$ cat src/rtl/lh32_pkg.sv
// Shared types, constants and the mixing-row function of the lookup2 hash block.
`timescale 1ns / 1ps

package lh32_pkg;

    localparam logic [31:0] GOLDEN_RATIO = 32'h9e37_79b9;
    localparam int unsigned BLOCK_BYTES  = 12;
    localparam int unsigned TAIL_BYTES   = BLOCK_BYTES - 1;
    localparam int unsigned MIX_ROWS     = 9;
    localparam int unsigned FILL_W       = $clog2(BLOCK_BYTES);
    localparam int unsigned ROW_W        = $clog2(MIX_ROWS);

    localparam logic [FILL_W-1:0] LAST_SLOT = FILL_W'(BLOCK_BYTES - 1);

    // Row codes of the mix, three rows per mixing word
    localparam logic [ROW_W-1:0] ROW_A0 = ROW_W'(0);
    localparam logic [ROW_W-1:0] ROW_B0 = ROW_W'(1);
    localparam logic [ROW_W-1:0] ROW_C0 = ROW_W'(2);
    localparam logic [ROW_W-1:0] ROW_A1 = ROW_W'(3);
    localparam logic [ROW_W-1:0] ROW_B1 = ROW_W'(4);
    localparam logic [ROW_W-1:0] ROW_C1 = ROW_W'(5);
    localparam logic [ROW_W-1:0] ROW_A2 = ROW_W'(6);
    localparam logic [ROW_W-1:0] ROW_B2 = ROW_W'(7);
    localparam logic [ROW_W-1:0] ROW_C2 = ROW_W'(8);

    typedef struct packed {
        logic [31:0] a;
        logic [31:0] b;
        logic [31:0] c;
    } words_t;

    // One operation travelling down the mix pipeline
    typedef struct packed {
        logic   is_last;
        words_t w;
    } mix_op_t;

    // What the byte gatherer tells the control about the offered item
    typedef struct packed {
        logic   blk_done;
        words_t blk;
        words_t tail;
        logic   fresh;
    } gather_t;

    function automatic words_t add_words(input words_t x, input words_t y);
        words_t r;
        r.a = x.a + y.a;
        r.b = x.b + y.b;
        r.c = x.c + y.c;
        return r;
    endfunction

    function automatic words_t mix_row(input words_t w, input logic [ROW_W-1:0] row);
        words_t r;
        r = w;
        unique case (row)
            ROW_A0: r.a = (w.a - w.b - w.c) ^ (w.c >> 13);
            ROW_B0: r.b = (w.b - w.c - w.a) ^ (w.a << 8);
            ROW_C0: r.c = (w.c - w.a - w.b) ^ (w.b >> 13);
            ROW_A1: r.a = (w.a - w.b - w.c) ^ (w.c >> 12);
            ROW_B1: r.b = (w.b - w.c - w.a) ^ (w.a << 16);
            ROW_C1: r.c = (w.c - w.a - w.b) ^ (w.b >> 5);
            ROW_A2: r.a = (w.a - w.b - w.c) ^ (w.c >> 3);
            ROW_B2: r.b = (w.b - w.c - w.a) ^ (w.a << 10);
            ROW_C2: r.c = (w.c - w.a - w.b) ^ (w.b >> 15);
            default: r = w;
        endcase
        return r;
    endfunction

endpackage

$ cat src/rtl/lh32_gather.sv
// Byte gatherer: partial block buffer, fill count, key length, block and tail words.
`timescale 1ns / 1ps

module lh32_gather (
    input  logic              clk,
    input  logic              rst_n,
    input  logic              acc,
    input  logic [7:0]        key_byte,
    input  logic              byte_valid,
    input  logic              last,
    output lh32_pkg::gather_t info
);
    import lh32_pkg::*;

    logic [7:0]        buf_reg [0:TAIL_BYTES-1];
    logic [FILL_W-1:0] fill_reg;
    logic [FILL_W-1:0] fill_next;
    logic [31:0]       len_reg;
    logic [31:0]       len_next;
    logic [7:0]        merged [0:TAIL_BYTES-1];
    logic [7:0]        tb     [0:TAIL_BYTES-1];
    logic              blk_done;

    always_comb
    begin
        blk_done  = byte_valid && (fill_reg == LAST_SLOT);
        len_next  = len_reg + 32'(byte_valid);
        fill_next = blk_done ? '0 : fill_reg + FILL_W'(byte_valid);
        for (int i = 0; i < TAIL_BYTES; i++)
        begin
            merged[i] = (byte_valid && fill_reg == FILL_W'(i)) ? key_byte : buf_reg[i];
            tb[i]     = (FILL_W'(i) < fill_next) ? merged[i] : 8'h00;
        end

        info.blk_done = blk_done;
        info.blk.a    = {merged[3], merged[2], merged[1], merged[0]};
        info.blk.b    = {merged[7], merged[6], merged[5], merged[4]};
        info.blk.c    = {key_byte, merged[10], merged[9], merged[8]};
        // Low byte of the third word is kept for the length
        info.tail.a   = {tb[3], tb[2], tb[1], tb[0]};
        info.tail.b   = {tb[7], tb[6], tb[5], tb[4]};
        info.tail.c   = {tb[10], tb[9], tb[8], 8'h00} + len_next;
        info.fresh    = (fill_reg == '0) && (len_reg == '0);
    end

    always_ff @(posedge clk)
    begin
        if (acc && byte_valid)
        begin
            for (int i = 0; i < TAIL_BYTES; i++)
            begin
                if (fill_reg == FILL_W'(i))
                begin
                    buf_reg[i] <= key_byte;
                end
            end
        end
    end

    always_ff @(posedge clk or negedge rst_n)
    begin
        if (!rst_n)
        begin
            fill_reg <= '0;
            len_reg  <= '0;
        end
        else if (acc)
        begin
            if (last)
            begin
                fill_reg <= '0;
                len_reg  <= '0;
            end
            else
            begin
                fill_reg <= fill_next;
                len_reg  <= len_next;
            end
        end
    end

endmodule

$ cat src/rtl/lh32_mix_pipe.sv
// Mix pipeline: an issue register followed by one register per mixing row.
`timescale 1ns / 1ps

module lh32_mix_pipe (
    input  logic              clk,
    input  logic              rst_n,
    input  logic              advance,
    input  logic              issue_vld,
    input  lh32_pkg::mix_op_t issue_op,
    output logic              out_vld,
    output lh32_pkg::mix_op_t out_op
);
    import lh32_pkg::*;

    logic    stage_vld_reg [0:MIX_ROWS];
    mix_op_t stage_reg     [0:MIX_ROWS];

    always_ff @(posedge clk or negedge rst_n)
    begin
        if (!rst_n)
        begin
            for (int k = 0; k <= MIX_ROWS; k++)
            begin
                stage_vld_reg[k] <= 1'b0;
            end
        end
        else if (advance)
        begin
            stage_vld_reg[0] <= issue_vld;
            for (int k = 1; k <= MIX_ROWS; k++)
            begin
                stage_vld_reg[k] <= stage_vld_reg[k-1];
            end
        end
    end

    always_ff @(posedge clk)
    begin
        if (advance)
        begin
            stage_reg[0] <= issue_op;
            for (int k = 1; k <= MIX_ROWS; k++)
            begin
                stage_reg[k].is_last <= stage_reg[k-1].is_last;
                stage_reg[k].w       <= mix_row(stage_reg[k-1].w, ROW_W'(k - 1));
            end
        end
    end

    assign out_vld = stage_vld_reg[MIX_ROWS];
    assign out_op  = stage_reg[MIX_ROWS];

endmodule

$ cat src/rtl/lookup2_hash_32.sv
// Top level of the streaming lookup2 32-bit hash: control, key state and result register.
`timescale 1ns / 1ps

//  channel   direction  handshake               payload
//  -------   ---------  ---------------------   ---------------------------------
//  in        input      in_valid / in_ready     key_byte[7:0], byte_valid, last
//  out       output     out_valid / out_ready   hash_value[31:0]
//  cfg       input      cfg_wr_en (no wait)     cfg_wr_data[31:0] -> seed
//
//  One item is taken per cycle while in_ready is high. A full 12-byte block issues one
//  mix into a 10-register pipeline; a key's hash shows on out_valid after its final
//  mix leaves the pipeline. A last item arriving while the key's previous block is
//  still mixing waits in a pending register; in_ready drops until the block writes back.
//  The pipeline freezes only when a finished hash meets a full, stalled result register.
//  Reset clears control state; no clearing pass is needed.

module lookup2_hash_32 (
    input  logic        clk,
    input  logic        rst_n,
    input  logic        in_valid,
    output logic        in_ready,
    input  logic [7:0]  key_byte,
    input  logic        byte_valid,
    input  logic        last,
    output logic        out_valid,
    input  logic        out_ready,
    output logic [31:0] hash_value,
    input  logic        cfg_wr_en,
    input  logic [31:0] cfg_wr_data
);
    import lh32_pkg::*;

    gather_t     g;
    logic        acc;
    logic        advance;
    logic        wb_now;
    logic        blk_busy;
    words_t      base;
    words_t      start_w;

    logic        issue_vld;
    mix_op_t     issue_op;
    logic        tail_vld;
    mix_op_t     tail_op;

    // Key state: the mixing words between blocks
    words_t      state_reg;
    words_t      state_next;
    logic        inflight_reg;
    logic        inflight_next;
    logic        pend_vld_reg;
    logic        pend_vld_next;
    words_t      pend_reg;
    words_t      pend_next;
    logic [31:0] seed_reg;
    logic        out_vld_reg;
    logic [31:0] hash_reg;

    lh32_gather u_gather (
        .clk        (clk),
        .rst_n      (rst_n),
        .acc        (acc),
        .key_byte   (key_byte),
        .byte_valid (byte_valid),
        .last       (last),
        .info       (g)
    );

    lh32_mix_pipe u_mix (
        .clk       (clk),
        .rst_n     (rst_n),
        .advance   (advance),
        .issue_vld (issue_vld),
        .issue_op  (issue_op),
        .out_vld   (tail_vld),
        .out_op    (tail_op)
    );

    always_comb
    begin
        // A block mix leaving the pipeline writes back this cycle; forward it
        wb_now   = tail_vld && !tail_op.is_last;
        base     = wb_now ? tail_op.w : state_reg;
        blk_busy = inflight_reg && !wb_now;
        // Freeze only when a finished hash cannot move into the result register
        advance  = !(tail_vld && tail_op.is_last && out_vld_reg && !out_ready);
        in_ready = advance && !pend_vld_reg;
        acc      = in_valid && in_ready;

        start_w.a = GOLDEN_RATIO;
        start_w.b = GOLDEN_RATIO;
        start_w.c = seed_reg;

        issue_vld        = 1'b0;
        issue_op.is_last = 1'b0;
        issue_op.w       = base;
        inflight_next    = inflight_reg;
        pend_vld_next    = pend_vld_reg;
        pend_next        = pend_reg;
        state_next       = state_reg;

        if (advance)
        begin
            if (wb_now)
            begin
                inflight_next = 1'b0;
                if (!pend_vld_reg)
                begin
                    state_next = tail_op.w;
                end
            end

            if (pend_vld_reg && wb_now)
            begin
                // Final mix of a key that waited on its last block
                issue_vld        = 1'b1;
                issue_op.is_last = 1'b1;
                issue_op.w       = add_words(tail_op.w, pend_reg);
                pend_vld_next    = 1'b0;
            end
            else if (acc && g.blk_done)
            begin
                issue_vld     = 1'b1;
                issue_op.w    = add_words(base, g.blk);
                inflight_next = 1'b1;
                if (last)
                begin
                    pend_vld_next = 1'b1;
                    pend_next     = g.tail;
                end
            end
            else if (acc && last)
            begin
                if (blk_busy)
                begin
                    pend_vld_next = 1'b1;
                    pend_next     = g.tail;
                end
                else
                begin
                    issue_vld        = 1'b1;
                    issue_op.is_last = 1'b1;
                    issue_op.w       = add_words(base, g.tail);
                end
            end

            // Key ends: load the start words for the next key
            if (acc && last)
            begin
                state_next = start_w;
            end
        end

        // A seed written before the first byte of a key seeds that key
        if (cfg_wr_en && g.fresh)
        begin
            state_next.c = cfg_wr_data;
        end
    end

    always_ff @(posedge clk or negedge rst_n)
    begin
        if (!rst_n)
        begin
            state_reg.a  <= GOLDEN_RATIO;
            state_reg.b  <= GOLDEN_RATIO;
            state_reg.c  <= '0;
            inflight_reg <= 1'b0;
            pend_vld_reg <= 1'b0;
            seed_reg     <= '0;
            out_vld_reg  <= 1'b0;
        end
        else
        begin
            state_reg    <= state_next;
            inflight_reg <= inflight_next;
            pend_vld_reg <= pend_vld_next;
            if (cfg_wr_en)
            begin
                seed_reg <= cfg_wr_data;
            end
            if (advance && tail_vld && tail_op.is_last)
            begin
                out_vld_reg <= 1'b1;
            end
            else if (out_ready)
            begin
                out_vld_reg <= 1'b0;
            end
        end
    end

    always_ff @(posedge clk)
    begin
        pend_reg <= pend_next;
        if (advance && tail_vld && tail_op.is_last)
        begin
            hash_reg <= tail_op.w.c;
        end
    end

    assign out_valid  = out_vld_reg;
    assign hash_value = hash_reg;

    // A pending final mix always waits on a block still in the pipeline
    a_pend_has_block : assert property (@(posedge clk) disable iff (!rst_n)
        pend_vld_reg |-> inflight_reg)
        else $error("pending final mix without a block in flight");

    // Blocks of one key never overlap in the pipeline
    a_one_block : assert property (@(posedge clk) disable iff (!rst_n)
        (acc && g.blk_done) |-> !inflight_reg)
        else $error("block completed while previous block still mixing");

    // A finished hash blocked by the result register is held, not dropped
    a_hold_hash : assert property (@(posedge clk) disable iff (!rst_n)
        (tail_vld && tail_op.is_last && !advance) |=> (tail_vld && $stable(tail_op.w.c)))
        else $error("finished hash lost during output stall");

    // Input is closed while a final mix is pending
    a_pend_stall : assert property (@(posedge clk) disable iff (!rst_n)
        pend_vld_reg |-> !in_ready)
        else $error("item accepted while a final mix is pending");

endmodule
$ cat config.mk
export PLATFORM = sky130hd
export DESIGN_NAME = lookup2_hash_32
export DESIGN_NICKNAME = d
export VERILOG_FILES = /design/src/rtl/lh32_pkg.sv /design/src/rtl/lh32_gather.sv /design/src/rtl/lh32_mix_pipe.sv /design/src/rtl/lookup2_hash_32.sv
export SDC_FILE = /design/constraint.sdc
export NUM_CORES = 2
export LEC_CHECK = 0
export BUFFER_PORTS_ARGS = -buffer_cell sky130_fd_sc_hd__buf_2
export CAP_MARGIN = 20
export CORE_MARGIN = 2
export CORE_UTILIZATION = 26
export CTS_BUF_LIST = sky130_fd_sc_hd__clkbuf_4
export CTS_CLUSTER_DIAMETER = 80
export DETAILED_ROUTE_END_ITERATION = 8
export PLACE_DENSITY = 0.38
export SKIP_LAST_GASP = 1
export SYNTH_ARGS = -nofsm -noshare
export SYNTH_HDL_FRONTEND = slang
export SYNTH_SLANG_ARGS = --single-unit
$ cat constraint.sdc
create_clock -name clk -period 40.5 [get_ports clk]
set_input_delay 8.1 -clock clk [delete_from_list [all_inputs] [get_ports clk]]
set_output_delay 8.1 -clock clk [all_outputs]
set_load 0.01 [all_outputs]
---- Word-level counts from Yosys, hierarchy flattened ----
Memories as Yosys holds them, arrays and structs flattened.
Cells that the tools add are included.
storage, ports and cells
  register bits ........................... 305
  word-level logic and storage cells ...... 285
  input port bits ......................... 47
  RAM bits ................................ 1058
  memories kept ........................... 2
operators by class
  $lt $le $gt $ge ......................... 11
  bitwise gates (word level) .............. 11
  muxes and demuxes ....................... 137
  reductions and logical operators ........ 55
  eq/ne operators ......................... 16
  add/subtract/negate cells ............... 30
memories
  name              depth  width  rd ports  clocked after memory_dff  wr ports  line                 source
  u_mix.stage_reg   10     97     10        0                         10        lh32_mix_pipe.sv:16  mix_op_t stage_reg [0:MIX_ROWS];
  u_gather.buf_reg  11     8      11        0                         1         lh32_gather.sv:15    logic [7:0] buf_reg [0:TAIL_BYTES-1];
operators with widths
  operator                                                   count
  two-way mux 96 bit                                         9
  two-way mux 64 bit                                         9
  subtractor 32 bit                                          18
  two-way mux 97 bit                                         4
  two-way mux 32 bit                                         12
  adder 32 bit                                               10
  two-way mux 8 bit                                          32
  bitwise XOR 32 bit                                         3
  OR reduction 8 bit                                         10
  bitwise XOR 32 x 19 -> 32 bit                              2
  two-way mux 1 bit                                          59
  two-way mux 4 bit                                          12
  adder 32 x 1 -> 32 bit                                     1
  zero test 32 bit                                           1
  bitwise XOR 32 x 17 -> 32 bit                              1
  bitwise XOR 32 x 20 -> 32 bit                              1
  bitwise XOR 32 x 27 -> 32 bit                              1
  bitwise XOR 32 x 29 -> 32 bit                              1
  logical AND 1 bit                                          27
  == test 4 x 3 -> 1 bit, second input constant              4
  == test 4 bit, second input constant                       4
  less-than comparator 3 x 4 -> 1 bit, first input constant  4
  less-than comparator 4 bit, first input constant           3
  nonzero test 3 bit                                         3
  other kinds (16)                                           29

---- Longest topological paths before layout ----
An unclocked memory read counts as a cell.
  word-level depth ........................ 21
  depth in mapped cells ................... 29
  gate-level depth less buffers ........... 28

---- By module ----
From an unflattened synthesis, not the netlist that was laid out.
unflattened totals
  cells, all modules ...................... 8071
  area total of the unflattened synthesis .. 88003.2 µm²
by module, submodules not included
  module           times used  seq. area each (µm²)  area each (µm²)  cells each
  lh32_mix_pipe    1           29378.2               52686.8          3937
  lookup2_hash_32  1           7171.9                27017.2          3361
  lh32_gather      1           3543.4                8299.2           773

---- Worst setup path before layout ----
No wires, ideal clock.
  path kind ............................... input to register
  start point ............................. input out_ready
  end point ............................... register u_mix.stage_vld_reg[1] in the netlist's numbering
  cell stages on the path ................. 4
  arrival ................................. 37.893 ns
  path slack .............................. 2.421 ns
  buffers on the path ..................... 1
  data required time ...................... 40.314 ns
  cells stage by stage .................... nor2b_1 -> nand3_1 -> buf_1 -> mux2_2
on the way
  cells in the longest elaborated chain, start to end .. 2
ends and longest elaborated chain
  element                         line                   source
  start: declaration              lookup2_hash_32.sv:26  input logic out_ready,
  zero test 1 bit                 lookup2_hash_32.sv:86  advance = !(tail_vld && tail_op.is_last && out_vld_reg && !out_ready);
  logical AND 1 bit               lookup2_hash_32.sv:86
  end signal: indexed assignment  lh32_mix_pipe.sv:32    stage_vld_reg[k] <= stage_vld_reg[k-1];
  end: declaration                lh32_mix_pipe.sv:15    logic stage_vld_reg [0:MIX_ROWS];
Every way passes these cells.
A chain may end at the register's enable or synchronous reset.

---- Worst setup path after layout ----
  start point ............................. input out_ready
  end point ............................... output in_ready
on the way
  cells in the longest elaborated chain, start to end .. 4
ends and longest elaborated chain
  element            line                   source
  zero test 1 bit    lookup2_hash_32.sv:86
  logical AND 1 bit  lookup2_hash_32.sv:86
  zero test 1 bit    lookup2_hash_32.sv:86
  logical AND 1 bit  lookup2_hash_32.sv:87  in_ready = advance && !pend_vld_reg;
  end: declaration   lookup2_hash_32.sv:21  output logic in_ready,
Every way passes these cells.

==> results by group <==
Status
  • Status: finished clean

CTS
  • CTS Hold Bufs: 0
  • CTS tree: yes
  • Cts bufs inserted: around 410
  • Post-cts repair resize count: 0
  • Clock latency at the later pin of the worst-skew pair: 1.46 ns
  • Clock transition at path regs: approximately 0.07 ns
  • Post CTS Setup Buffer Count: 0
  • Htree depth: 5
  • CTS max path bufs: 4
  • CTS root buffer: clkbuf_4
  • CTS sink cnt: between 1000 and 1500

Layout
  • Largest register FFs: 970
  • Core Util, Final: 0.296
  • Layout cell share with drive strength beyond 1: 0.124
  • Final instance area: 96700 um^2
  • Synthesis-to-layout area growth: 13.1%
  • Nets: about 9000

Floorplan
  • Chip width: just under 600 um
  • Total die area: about 330000 um^2
  • Die H: a little under 600 um
  • Core footprint: between 300000 and 400000 um^2
  • Starting Density: 0.261
  • # IOs: 81
  • Cell Rows: 210

Synthesis
  • Post-Syn Area: around 85000 um^2
  • Post-synthesis register bit count: about 1400
  • Fraction of registers with async set/reset: 0.130
  • Yosys warnings: 0
  • Synth Instances: about 7700
  • Seq/Total Area, Yosys: 0.469
  • Most common library cells after synthesis: 1186 x edfxtp_1, 813 x nand2_1, 687 x inv_1
  • Synth area leaders: edfxtp_1 42%, ha_1 8.8%, fa_1 6.6%
  • Most numerous cell in the Yosys netlist: edfxtp_1
  • Post-synth EDFFs: 1186
  • Syn_nets: about 8700
  • Mapped Avg Cell Area: around 11 um^2
  • Synth cell types: between 100 and 150
  • Ys flop type: edfxtp_1
  • Share of the synthesized area in the top cell type: 0.417
  • Area leader, netlist: edfxtp_1

Worst setup path
  • Worst EP required: approximately 32 ns
  • CP startpoint kind: primary input
  • Crit Path Class: in2out
  • RR Endpoint: u_mix.stage_reg[0][30]
  • Critical path capture point type: output port
  • Reg2Reg Launch Point: u_gather.len_reg[0]
  • Crit path DAT: between 9 and 10 ns
  • Worst reg2reg path depth: 24
  • CP Max Fanout: 6
  • R2R Setup Slk: roughly 34 ns

Timing
  • Setup TNS: 0 ns
  • Slew HR: 0.229
  • Fmax: about 57 MHz
  • Final Hold Vio Count: 0
  • Period Utilization, post-route: 0.432
  • Final setup violating endpoints: 0
  • Clock Skews: between 0.15 and 0.2 ns
  • Minimum clock period: between 15 and 20 ns
  • Final worst setup slack: around 23 ns
  • Worst-Margin Slew: about 1.1 ns
  • Max-slew violation count: 0
  • RSZ-0062 raised after global routing: false

Placement
  • Placer Congestion: roughly 0.88
  • Worst slack at placement: between 20 and 25 ns
  • Dpl cell area: 91600 um^2
  • Hpwl dp: about 250000 um
  • Port Buf Inserts: 80

GRT
  • GRT Util Overall: 0.190
  • Initial antenna violation count: 37
  • Vias in the first global route: 62868
  • Largest net degree at the start of global routing: between 100 and 150
  • First-pass GRT wire length: roughly 450000 um
  • Total grt overflow: 0

Flow run
  • Max-cap check violation count: 0

Route
  • Total wire length: between 300000 and 400000 um
  • Via count: approximately 61000
  • WL per Instance: between 20 and 30 um
  • DR vias/cell: around 4.8
  • Antenna violation net count after detailed routing: 0
  • DRT iter0 DRCs: ~4200
  • Drt drc: 0
  • 1st-pass router iterations: 5

Worst hold path
  • Hold EP: u_mix.stage_reg[2][94]
  • Worst Hold Depth: 0
  • Hold crit path type: reg2reg
  • Hold Startpoint: u_mix.stage_reg[1][94]
[per-layer routing]
metal | share of wire | global-route usage | wire, um | vias to the layer above
met5 | 0.000031 | 0 | 10 | -
met4 | 0.037 | 0.0715 | 11900 | 2
met3 | 0.043 | 0.0231 | 13900 | 531
met2 | 0.47 | 0.315 | 151000 | 1574
met1 | 0.45 | 0.253 | 146000 | 30663
li1 | - | - | - | 28639
[placed cells by master, fill, tap and decap left out, types with 18 or more instances in the layout]
cell / instances
edfxtp_1: 1186
nand2_1: 809
inv_1: 687
ha_1: 603
clkbuf_4: 595
xnor2_1: 549
a21oi_1: 518
nor2_1: 319
a21o_1: 297
fa_1: 283
o21ai_0: 276
xor2_1: 236
nand3_1: 158
dfrtp_1: 137
nor2b_1: 131
mux2_2: 123
o21ai_1: 109
buf_4: 100
o21a_1: 92
clkinv_1: 87
nand2b_1: 86
nor3_1: 85
buf_2: 79
and3_1: 63
a31oi_1: 52
o21bai_1: 52
a221oi_1: 45
and2_1: 41
dfstp_2: 40
o211ai_1: 38
a211oi_1: 36
nand4_1: 34
or3_1: 30
mux2i_1: 30
o31ai_1: 29
a22oi_1: 19
a2111oi_0: 19
clkinv_2: 18
a221o_1: 18
[layout make-up]
type | instances | area, um^2
multi-input cells | 5490 | 42200
inverters | 694 | 2610
clock inverters | 124 | 608
well taps | 4346 | 5440
clock buffers | 594 | 4460
repair buffers | 186 | 1270
diodes | 12 | 30.0
flip-flops and latches | 1363 | 40100
fillers | 33876 | 230000
[critical path: stages]
cell and delay, ns:
buf_2 0.10, nor2b_1 0.59, a31oi_1 0.18, buf_4 0.23
buf_2 0.16
[cells by family after synthesis]
group / count (synthesis) / synth area share
buffers and inverters: 879 / 0.0388
xor gates and xnor gates: 786 / 0.0807
adders and majority gates: 886 / 0.155
AOI/OAI and AO/OA: 1805 / 0.137
muxes: 155 / 0.0200
and+or+nand+nor: 1858 / 0.100
DFF: 1363 / 0.469
[metrics by stage]
| step | hold WS (ns) | std cells |
|---|---|---|
| after floorplan | 0.400 | 7732 |
| after global placement | 0.405 | 12077 |
| after detailed placement | 0.405 | 12077 |
| after CTS | 0.340 | 12795 |
| after global routing | 0.366 | 12800 |
| final | 0.368 | 12809 |
[how the worst max path moves through the flow]
stage                          from                     end
after floorplan           out_ready  u_mix.stage_vld_reg[1]
final                     out_ready                in_ready
after global placement    out_ready                in_ready
after detailed placement  out_ready                in_ready
after CTS                 out_ready                in_ready
after global routing      out_ready                in_ready
Power is not shown: default switching activity piles up to over one toggle a cycle in this logic, so the estimate is an artifact.
